File: config.mk
export PLATFORM = sky130hd
export DESIGN_NAME = json_stream_tokenizer_unit
export DESIGN_NICKNAME = d
export VERILOG_FILES = /design/src/rtl/core/jst_pkg.sv /design/src/rtl/core/jst_step.sv /design/src/rtl/core/json_stream_tokenizer_unit.sv
export VERILOG_INCLUDE_DIRS = /design/src /design/src/rtl/core
export SDC_FILE = /design/constraint.sdc
export NUM_CORES = 1
export LEC_CHECK = 0
export BUFFER_PORTS_ARGS = -buffer_cell sky130_fd_sc_hd__clkbuf_2
export CORE_MARGIN = 3
export CORE_UTILIZATION = 50
export DETAILED_ROUTE_END_ITERATION = 16
export HOLD_SLACK_MARGIN = 0.03
export PLACE_DENSITY_LB_ADDON = 0.08
export SYNTH_ARGS = -nofsm -noshare
export SYNTH_HDL_FRONTEND = slang
export SYNTH_HIERARCHICAL = 1
export SYNTH_SLANG_ARGS = --single-unit
File: constraint.sdc
create_clock -name clk -period 4.4 [get_ports clk]
set_input_delay 0.88 -clock clk [delete_from_list [all_inputs] [get_ports clk]]
set_output_delay 0.88 -clock clk [all_outputs]
set_load 0.1 [all_outputs]
File: src/rtl/core/assert_macros.svh
// Assertion helpers for the tokenizer RTL.
// Both macros expect a clock named clk and an active-low reset named arst_n in scope.
`ifndef ASSERT_MACROS_SVH
`define ASSERT_MACROS_SVH

`ifndef SYNTHESIS

// Check that a condition holds at every clock edge outside reset.
`define JST_ASSERT_ALWAYS(lbl, cond) \
	lbl: assert property (@(posedge clk) disable iff (!arst_n) (cond)) \
		else $error("invariant violated");

// Check that a condition holds in the cycle after a trigger.
`define JST_ASSERT_NEXT(lbl, pre, post) \
	lbl: assert property (@(posedge clk) disable iff (!arst_n) (pre) |=> (post)) \
		else $error("sequence check violated");

`else

`define JST_ASSERT_ALWAYS(lbl, cond)
`define JST_ASSERT_NEXT(lbl, pre, post)

`endif

`endif

File: src/rtl/core/jst_pkg.sv
package jst_pkg;

	localparam int TEXT_BYTES  = 64;
	localparam int STACK_DEPTH = 16;

	localparam int TXT_W     = 7;
	localparam int SP_W      = 5;
	localparam int DEP_W     = 5;
	localparam int STK_IDX_W = $clog2(STACK_DEPTH);

	localparam logic [SP_W-1:0]  SP_LIMIT  = SP_W'(STACK_DEPTH - 1);
	localparam logic [DEP_W-1:0] DEP_LIMIT = DEP_W'(STACK_DEPTH - 1);
	localparam logic [TXT_W-1:0] TXT_LIMIT = TXT_W'(TEXT_BYTES);

	localparam logic [7:0] CH_LBRACE = 8'h7B;
	localparam logic [7:0] CH_RBRACE = 8'h7D;
	localparam logic [7:0] CH_LBRACK = 8'h5B;
	localparam logic [7:0] CH_RBRACK = 8'h5D;
	localparam logic [7:0] CH_COMMA  = 8'h2C;
	localparam logic [7:0] CH_COLON  = 8'h3A;
	localparam logic [7:0] CH_QUOTE  = 8'h22;

	typedef enum logic [3:0] {
		ST_CONSUME      = 4'd0,
		ST_OBJ_START    = 4'd1,
		ST_LABEL        = 4'd2,
		ST_SEP          = 4'd3,
		ST_VAL_START    = 4'd4,
		ST_VALUE        = 4'd5,
		ST_VAL_STRING   = 4'd6,
		ST_END_ARR_NEXT = 4'd7,
		ST_END_NEXT     = 4'd8
	} scan_state_t;

	typedef enum logic [2:0] {
		ERR_NONE     = 3'd0,
		ERR_SYNTAX   = 3'd1,
		ERR_OBJ_FULL = 3'd2,
		ERR_ARR_FULL = 3'd3,
		ERR_UNDER    = 3'd4,
		ERR_TEXT     = 3'd5
	} err_code_t;

	typedef enum logic [1:0] {
		KIND_NONE  = 2'd0,
		KIND_LABEL = 2'd1,
		KIND_VALUE = 2'd2
	} char_kind_t;

	typedef struct packed {
		scan_state_t       st;
		logic              am;
		logic [SP_W-1:0]   sp;
		logic [DEP_W-1:0]  depth;
		logic [TXT_W-1:0]  tlen;
		err_code_t         err;
	} jst_state_t;

	typedef struct packed {
		char_kind_t        kind;
		logic [7:0]        chr;
		logic [TXT_W-1:0]  idx;
		logic              commit;
		logic              oopen;
		logic              aopen;
		logic              closed;
		logic              pushed;
		logic [DEP_W-1:0]  depth;
		err_code_t         err;
		logic              done;
	} jst_result_t;

	localparam jst_state_t JST_RESET = '{
		st:    ST_CONSUME,
		am:    1'b0,
		sp:    '0,
		depth: DEP_W'(1),
		tlen:  '0,
		err:   ERR_NONE
	};

endpackage

File: src/rtl/core/jst_step.sv
module jst_step
	import jst_pkg::*;
(
	input  jst_state_t  cur,
	input  logic        cmd,
	input  logic [7:0]  in_byte,
	input  logic        pop_mode,
	output jst_state_t  nxt,
	output logic        push_en,
	output logic        push_val,
	output jst_result_t res
);

	logic        doc_end;
	logic        ws;
	logic        sp_full;
	logic        dep_full;
	logic        txt_full;
	logic        under;
	logic        am_pop;
	logic        go;

	err_code_t   err_c;
	scan_state_t nst;
	logic        p_en;
	logic        p_val;
	logic        pop;
	logic        d_inc;
	logic        d_dec;
	logic        t_clr;
	logic        t_inc;
	char_kind_t  kind_c;
	logic        commit_c;
	logic        oopen_c;
	logic        aopen_c;
	logic        closed_c;
	logic        pushed_c;

	assign doc_end  = cmd || (in_byte == 8'h00) || in_byte[7];
	assign ws       = in_byte inside {[8'h09:8'h0D], 8'h20};
	assign sp_full  = cur.sp >= SP_LIMIT;
	assign dep_full = cur.depth >= DEP_LIMIT;
	assign txt_full = cur.tlen >= TXT_LIMIT;
	assign under    = (cur.sp == '0) || (cur.depth == '0);
	// array mode as it stands after a pop; the bottom level keeps the old bit
	assign am_pop   = (cur.sp > SP_W'(1)) ? pop_mode : cur.am;
	assign go       = !doc_end && (cur.err == ERR_NONE) && (err_c == ERR_NONE);

	// decode the byte against the scan state
	always_comb begin
		err_c    = ERR_NONE;
		nst      = cur.st;
		p_en     = 1'b0;
		p_val    = 1'b0;
		pop      = 1'b0;
		d_inc    = 1'b0;
		d_dec    = 1'b0;
		t_clr    = 1'b0;
		t_inc    = 1'b0;
		kind_c   = KIND_NONE;
		commit_c = 1'b0;
		oopen_c  = 1'b0;
		aopen_c  = 1'b0;
		closed_c = 1'b0;
		pushed_c = 1'b0;
		case (cur.st)
			ST_CONSUME: begin
				if (in_byte == CH_LBRACE) begin
					if (sp_full) begin
						err_c = ERR_ARR_FULL;
					end else begin
						p_en = 1'b1;
						nst  = ST_OBJ_START;
					end
				end
			end
			ST_OBJ_START: begin
				if (in_byte == CH_QUOTE) begin
					t_clr = 1'b1;
					nst   = ST_LABEL;
				end else if (!ws) begin
					err_c = ERR_SYNTAX;
				end
			end
			ST_LABEL: begin
				if (in_byte == CH_QUOTE) begin
					nst = ST_SEP;
				end else if (txt_full) begin
					err_c = ERR_TEXT;
				end else begin
					kind_c = KIND_LABEL;
					t_inc  = 1'b1;
				end
			end
			ST_SEP: begin
				if (in_byte == CH_COLON) begin
					t_clr = 1'b1;
					nst   = ST_VAL_START;
				end else if (!ws) begin
					err_c = ERR_SYNTAX;
				end
			end
			ST_VAL_START: begin
				if (in_byte == CH_QUOTE) begin
					nst = ST_VAL_STRING;
				end else if (in_byte == CH_LBRACE) begin
					if (!cur.am && dep_full) begin
						err_c = ERR_OBJ_FULL;
					end else if (sp_full) begin
						err_c = ERR_ARR_FULL;
					end else begin
						d_inc   = !cur.am;
						oopen_c = !cur.am;
						p_en    = 1'b1;
						nst     = ST_OBJ_START;
					end
				end else if (in_byte == CH_LBRACK) begin
					if (dep_full) begin
						err_c = ERR_OBJ_FULL;
					end else if (sp_full) begin
						err_c = ERR_ARR_FULL;
					end else begin
						d_inc   = 1'b1;
						p_en    = 1'b1;
						p_val   = 1'b1;
						aopen_c = 1'b1;
					end
				end else if (!ws) begin
					if (txt_full) begin
						err_c = ERR_TEXT;
					end else begin
						kind_c = KIND_VALUE;
						t_inc  = 1'b1;
						nst    = ST_VALUE;
					end
				end
			end
			ST_VALUE: begin
				if ((in_byte inside {CH_COMMA, CH_RBRACK, CH_RBRACE}) || ws) begin
					if ((in_byte inside {CH_RBRACK, CH_RBRACE}) && under) begin
						err_c = ERR_UNDER;
					end else begin
						commit_c = 1'b1;
						t_clr    = 1'b1;
						if (in_byte == CH_COMMA) begin
							nst = cur.am ? ST_VAL_START : ST_OBJ_START;
						end else if (in_byte == CH_RBRACK) begin
							pop      = 1'b1;
							d_dec    = 1'b1;
							closed_c = 1'b1;
							nst      = ST_END_NEXT;
						end else if (in_byte == CH_RBRACE) begin
							pop      = 1'b1;
							d_dec    = 1'b1;
							closed_c = 1'b1;
							nst      = ST_END_ARR_NEXT;
						end else begin
							nst = ST_END_NEXT;
						end
					end
				end else if (txt_full) begin
					err_c = ERR_TEXT;
				end else begin
					kind_c = KIND_VALUE;
					t_inc  = 1'b1;
				end
			end
			ST_VAL_STRING: begin
				if (in_byte == CH_QUOTE) begin
					commit_c = 1'b1;
					t_clr    = 1'b1;
					nst      = ST_END_NEXT;
				end else if (txt_full) begin
					err_c = ERR_TEXT;
				end else begin
					kind_c = KIND_VALUE;
					t_inc  = 1'b1;
				end
			end
			ST_END_ARR_NEXT: begin
				if (in_byte == CH_COMMA) begin
					if (dep_full) begin
						err_c = ERR_OBJ_FULL;
					end else begin
						pushed_c = 1'b1;
						d_inc    = 1'b1;
						oopen_c  = 1'b1;
						nst      = ST_VAL_START;
					end
				end else if (in_byte == CH_RBRACK) begin
					if (under) begin
						err_c = ERR_UNDER;
					end else begin
						d_dec    = 1'b1;
						pop      = 1'b1;
						closed_c = 1'b1;
						pushed_c = 1'b1;
						nst      = ST_CONSUME;
					end
				end else if (!ws) begin
					err_c = ERR_SYNTAX;
				end
			end
			ST_END_NEXT: begin
				if (in_byte == CH_COMMA) begin
					nst = ST_OBJ_START;
				end else if (in_byte == CH_RBRACE) begin
					if (under) begin
						err_c = ERR_UNDER;
					end else begin
						d_dec    = 1'b1;
						pop      = 1'b1;
						closed_c = 1'b1;
						nst      = am_pop ? ST_END_ARR_NEXT : ST_CONSUME;
					end
				end else if (!ws) begin
					err_c = ERR_SYNTAX;
				end
			end
			default: begin
				nst = ST_CONSUME;
			end
		endcase
	end

	// next state: reset on document end, hold after an error
	always_comb begin
		nxt = cur;
		if (doc_end) begin
			nxt = JST_RESET;
		end else if (cur.err != ERR_NONE) begin
			nxt = cur;
		end else if (err_c != ERR_NONE) begin
			nxt.err = err_c;
		end else begin
			nxt.st = nst;
			if (p_en) begin
				nxt.am = p_val;
				nxt.sp = cur.sp + SP_W'(1);
			end
			if (pop) begin
				nxt.am = am_pop;
				nxt.sp = cur.sp - SP_W'(1);
			end
			if (d_inc) begin
				nxt.depth = cur.depth + DEP_W'(1);
			end
			if (d_dec) begin
				nxt.depth = cur.depth - DEP_W'(1);
			end
			if (t_clr) begin
				nxt.tlen = '0;
			end
			if (t_inc) begin
				nxt.tlen = cur.tlen + TXT_W'(1);
			end
		end
	end

	assign push_en  = go && p_en;
	assign push_val = p_val;

	// result item
	always_comb begin
		res       = '0;
		res.depth = nxt.depth;
		if (doc_end) begin
			res.done  = 1'b1;
			res.err   = cur.err;
			res.depth = cur.depth;
		end else if (cur.err != ERR_NONE) begin
			res.err = cur.err;
		end else if (err_c != ERR_NONE) begin
			res.err = err_c;
		end else begin
			res.kind   = kind_c;
			res.chr    = (kind_c != KIND_NONE) ? in_byte : 8'h00;
			res.idx    = ((kind_c != KIND_NONE) || commit_c) ? cur.tlen : '0;
			res.commit = commit_c;
			res.oopen  = oopen_c;
			res.aopen  = aopen_c;
			res.closed = closed_c;
			res.pushed = pushed_c;
		end
	end

endmodule

File: src/rtl/core/json_stream_tokenizer_unit.sv
// Path: each accepted request passes the input register, then the result register.
// Throughput: one byte per cycle while out_ready holds; the scanner state, depth count and one-bit
// array-mode stack update together from each byte, so bytes follow back to back.
// Reset: arst_n clears scanner state, counters, latched error and the valid flags at once;
// the array-mode stack bits are not reset, since each is written before it is read.
`include "assert_macros.svh"

module json_stream_tokenizer_unit
	import jst_pkg::*;
(
	input  logic              clk,
	input  logic              arst_n,

	input  logic              in_valid,
	output logic              in_ready,
	input  logic              cmd,
	input  logic [7:0]        in_byte,

	output logic              out_valid,
	input  logic              out_ready,
	output logic [1:0]        char_kind,
	output logic [7:0]        char_out,
	output logic [TXT_W-1:0]  char_index,
	output logic              value_commit,
	output logic              object_opened,
	output logic              array_opened,
	output logic              level_closed,
	output logic              item_pushed,
	output logic [DEP_W-1:0]  nest_depth,
	output logic [2:0]        error_code,
	output logic              doc_done
);

	// input stage: one request held ahead of the scanner
	logic        valid_s1;
	logic        cmd_s1;
	logic [7:0]  byte_s1;

	// scanner state and the array-mode stack
	jst_state_t  state_q;
	logic        stack_q [STACK_DEPTH];

	// result register
	logic        out_valid_q;
	jst_result_t res_q;

	jst_state_t  state_nxt;
	jst_result_t step_res;
	logic        push_en;
	logic        push_val;
	logic        pop_mode;
	logic [SP_W-1:0] sp_m2;
	logic        adv;

	// advance the held request whenever the result register is free or being drained
	assign adv      = valid_s1 && (!out_valid_q || out_ready);
	assign in_ready = !valid_s1 || adv;

	always_ff @(posedge clk or negedge arst_n) begin
		if (!arst_n) begin
			valid_s1 <= 1'b0;
		end else if (in_ready) begin
			valid_s1 <= in_valid;
		end
	end

	// payload needs no reset; load it with each accepted request
	always_ff @(posedge clk) begin
		if (in_valid && in_ready) begin
			cmd_s1  <= cmd;
			byte_s1 <= in_byte;
		end
	end

	// a pop exposes the entry two below the pointer: the new top of stack
	assign sp_m2    = state_q.sp - SP_W'(2);
	assign pop_mode = stack_q[sp_m2[STK_IDX_W-1:0]];

	jst_step u_step (
		.cur      (state_q),
		.cmd      (cmd_s1),
		.in_byte  (byte_s1),
		.pop_mode (pop_mode),
		.nxt      (state_nxt),
		.push_en  (push_en),
		.push_val (push_val),
		.res      (step_res)
	);

	// commit the scanner state only when the request moves into the result register
	always_ff @(posedge clk or negedge arst_n) begin
		if (!arst_n) begin
			state_q <= JST_RESET;
		end else if (adv) begin
			state_q <= state_nxt;
		end
	end

	// the stack pointer stays below the depth, so its low bits address every entry
	always_ff @(posedge clk) begin
		if (adv && push_en) begin
			stack_q[state_q.sp[STK_IDX_W-1:0]] <= push_val;
		end
	end

	// result register: hold until taken, refill in the same cycle it drains
	always_ff @(posedge clk or negedge arst_n) begin
		if (!arst_n) begin
			out_valid_q <= 1'b0;
		end else if (adv) begin
			out_valid_q <= 1'b1;
		end else if (out_ready) begin
			out_valid_q <= 1'b0;
		end
	end

	always_ff @(posedge clk) begin
		if (adv) begin
			res_q <= step_res;
		end
	end

	assign out_valid     = out_valid_q;
	assign char_kind     = res_q.kind;
	assign char_out      = res_q.chr;
	assign char_index    = res_q.idx;
	assign value_commit  = res_q.commit;
	assign object_opened = res_q.oopen;
	assign array_opened  = res_q.aopen;
	assign level_closed  = res_q.closed;
	assign item_pushed   = res_q.pushed;
	assign nest_depth    = res_q.depth;
	assign error_code    = res_q.err;
	assign doc_done      = res_q.done;

	// the push guards keep both levels inside the stack, the text guard inside the buffer
	`JST_ASSERT_ALWAYS(a_sp_bound, state_q.sp <= SP_LIMIT)
	`JST_ASSERT_ALWAYS(a_depth_bound, state_q.depth <= DEP_LIMIT)
	`JST_ASSERT_ALWAYS(a_text_bound, state_q.tlen <= TXT_LIMIT)
	// a latched error survives every byte until the document ends
	`JST_ASSERT_NEXT(a_err_sticky, (state_q.err != ERR_NONE) && !step_res.done, $stable(state_q.err))

endmodule
==> impl_metrics.yaml <==
timing:
  fin_worst_skew_ns: 0.00684
  slew_violations: 0
  final.min_clock_period_ns: 4.02
  finalHoldViolCount: 0
  slew_headroom_pct: 40.0
  finalSetupViolations: 0
  clock.fmax_ghz: 0.249
  tns_ns: 0
  rsz0062_at_grt: "false"
  worst_slew_pin_slew_ns: 0.887
  fin_crit_sh_pct: 91.4
detailed_routing:
  wirelength_um: 13400
  drc: 0
  routedWlPerCell_um: 19.6
  top_layer: "met4"
  first_pass_iters: 5
  ant_nets: 0
  wl_met2_um: 5960
  drtIter0Drc: 457
  avgViaCountPerCell: 6.44
  num_vias: 4402
  wl_met3_um: 894
  wl_met1_um: 6110
critical_path:
  crit_path_start_kind: "flop"
  crit_path_end_kind: "flop"
  max_stage_delay_ns: 0.64
  critical_path_required_ns: 4.44
  arrival_ns: 4.06
  cp_top_family: "simple AND/OR/NAND/NOR gates"
  crit_fanout: 8
  slowest_stage: "a2111oi_2"
  crit_buf_inv: 0
  crit_chain: "ha_1 -> and3_1 -> ha_1 -> nor2_1 -> nand2_2 -> a2111oi_2 -> o21ai_1 -> nor3_1 -> nand2_2 -> nor3_1 -> nand4_1 -> nor4_1"
  cp_num_cells: 12
  critPathKind: "reg2reg"
  reg2regPathDepth: 12
layout:
  n_fill_cell: 904
  final_nets: 570
  syn_to_final_growth_pct: 10.3
  mostFrequentLayoutCell: "edfxtp_1"
  diodes: 0
  drive_above_1_share_pct: 23.4
  final_cells: 684
  most-common-layout-cells: "edfxtp_1, clkbuf_2, nor3_1"
clock_tree:
  cts.path.max_buffers: 2
  cts_root_buf: "clkbuf_8"
  cts_tree: "done"
  path_clk_slew_ns: 0.08
  post_cts_buffers: 0
  cts_buffers: 9
  clock_sinks: 83
  cts_hold_buf: 0
  clk_latency_ns: 0.36
  h-tree-depth: 3
  ctsResizeCount: 0
logic_synthesis:
  yosysSeqAreaShare_pct: 44.8
  yosysUniqueCellTypes: 76
  synthFlopType: "edfxtp_1"
  synth_edf_count: 56
  synth_seq_cells: 83
  synth-async-reset-ratio_pct: 32.5
  synthesis.area_sq_um: 5270
  synth_warnings: 6
  synth_fp_nets: 530
  synth_cells: 506
  synth_area_per_cell_sq_um: 10.4
power_and_ir_drop:
  p_clk_share_pct: 33.6
  vdd_drop_max_mv: 0.181
  cellLeakagePower_nw: 2.19
  swShare_pct: 29.8
  internal-power_mw: 1.19
  power_frac_seq_pct: 51.9
  power.net_switching_mw: 0.506
  share_comb_of_total_power_pct: 14.6
  p_per_area_nw_per_um2: 292
grt:
  grt_pass1_wl_um: 21500
  grt_pass1_vias: 4055
  gr-total-overflow: 0
  grt_usage_pct: 23.6
  grt_max_degree: 30
  grt_antenna_before_repair: 0
flow_run:
  maxCapViolations: 0
floorplan:
  chipWidth_um: 109
  core_sq_um: 10000
  die_h_um: 109
  initial_core_util_pct: 52.7
  ios: 46
  dieArea_sq_um: 11800
  core.rowCount: 36
placement:
  place_hpwl_um: 9480
  gp_congestion: 1.05
  placedCellCount: 668
  port-buffer-count: 45
run_status:
  status: "completed"
worst_hold_path:
  holdPathStages: 1
  hold_class: "reg2reg"
==> through the flow <==
stage               instance area, sq um  total power, mW  utilization (%)  setup WS, ns  hold WS, ns
finish                              5810             1.70             58.1         0.377        0.560
global route                        5810             1.77             58.1        0.0122        0.601
CTS                                 5800             1.72             58.0         0.382        0.563
detailed placement                  5600             1.15             56.0         0.405        0.546
global placement                    5600             1.14             56.0         0.411        0.542
floorplan                           5270             1.10                -         0.858        0.474
==> cell usage after synthesis, types with 5 or more instances <==
| cell | count | share of area (%) |
|---|---|---|
| nand3_1 | 17 | 1.6 |
| or3_1 | 8 | 0.95 |
| a21oi_1 | 18 | 1.7 |
| buf_4 | 10 | 1.4 |
| nand2b_1 | 5 | 0.59 |
| mux2_2 | 26 | 5.6 |
| nand2_1 | 22 | 1.6 |
| a21o_1 | 9 | 1.3 |
| o32ai_1 | 5 | 0.83 |
| nor3b_1 | 7 | 1.0 |
| dfrtp_1 | 26 | 12 |
| nor4b_1 | 5 | 0.83 |
| clkbuf_1 | 11 | 0.78 |
| buf_2 | 10 | 0.95 |
| nor3_1 | 38 | 3.6 |
| edfxtp_1 | 56 | 32 |
| nor4_1 | 11 | 1.3 |
| and3_1 | 9 | 1.1 |
| ha_1 | 11 | 2.6 |
| and2_1 | 19 | 2.3 |
| nand4_1 | 6 | 0.71 |
| nor2b_1 | 7 | 0.83 |
| inv_1 | 18 | 1.3 |
| o21ai_0 | 14 | 1.3 |
| nor2_1 | 23 | 1.6 |
| a211oi_1 | 6 | 0.86 |
| a32o_1 | 6 | 1.1 |
| a31oi_1 | 8 | 0.95 |
| o211ai_1 | 8 | 1.1 |
==> worst paths after layout <==
kind / start / end / slack [ns]
min in group asynchronous: arst_n / state_q[6]$_DFFE_PN0P_ / 0.59
max reg2reg: state_q[11]$_DFFE_PN0P_ / stack_q[1]$_DFFE_PP_ / 0.38
max in group asynchronous: arst_n / state_q[20]$_DFFE_PN0P_ / 3.30
max: state_q[11]$_DFFE_PN0P_ / stack_q[1]$_DFFE_PP_ / 0.38
min: state_q[1]$_DFFE_PN0P_ / state_q[1]$_DFFE_PN0P_ / 0.56
min reg2reg: state_q[1]$_DFFE_PN0P_ / state_q[1]$_DFFE_PN0P_ / 0.56
==> final cells by class <==
type	instances	area, sq um	area share [%]
tap	133	166	2.86
timing repair buffer	62	353	6.07
sequential	83	2360	40.6
clock inverter	4	48.8	0.840
multi-input combinational	370	2650	45.7
clock buffer	12	155	2.67
inverter	20	76.3	1.31
==> state kept, by name (all words and copies together), names as in the netlist, 2 cells and up <==
signal and count:
state_q 25, char_kind 2, nest_depth 5, byte_s1 8, char_index 7, stack_q 16, char_out 8, error_code 3
==> power groups by stage <==
stage | logic [mW] | clock network [mW] | registers, mW
after floorplan | 0.0776 | 0 | 1.02
after global placement | 0.248 | 0 | 0.897
after CTS | 0.248 | 0.587 | 0.881
after detailed placement | 0.247 | 0 | 0.898
after global routing | 0.259 | 0.627 | 0.886
final | 0.247 | 0.571 | 0.881
==> metal layers <==
| layer | vias to the layer above | GRT usage (%) |
|---|---|---|
| li1 | 2049 | - |
| met1 | 2113 | 33.9 |
| met2 | 196 | 35.0 |
| met3 | 44 | 4.80 |
| met4 | 0 | 9.83 |
| met5 | - | 0 |
==> cells by family (layout without fill, tap and decap cells) <==
kind of cell | count (synthesis) | count (layout) | synth area share [%]
mux | 32 | 32 | 7.41
compound gates | 115 | 115 | 16.1
buf+inv | 53 | 98 | 5.04
other cells | 1 | 1 | 0.0712
flops | 83 | 83 | 44.8
xor+xnor | 5 | 5 | 0.831
simple gates | 206 | 206 | 23.2
fa+ha+maj | 11 | 11 | 2.61
Power figures use the tool's default switching activity.
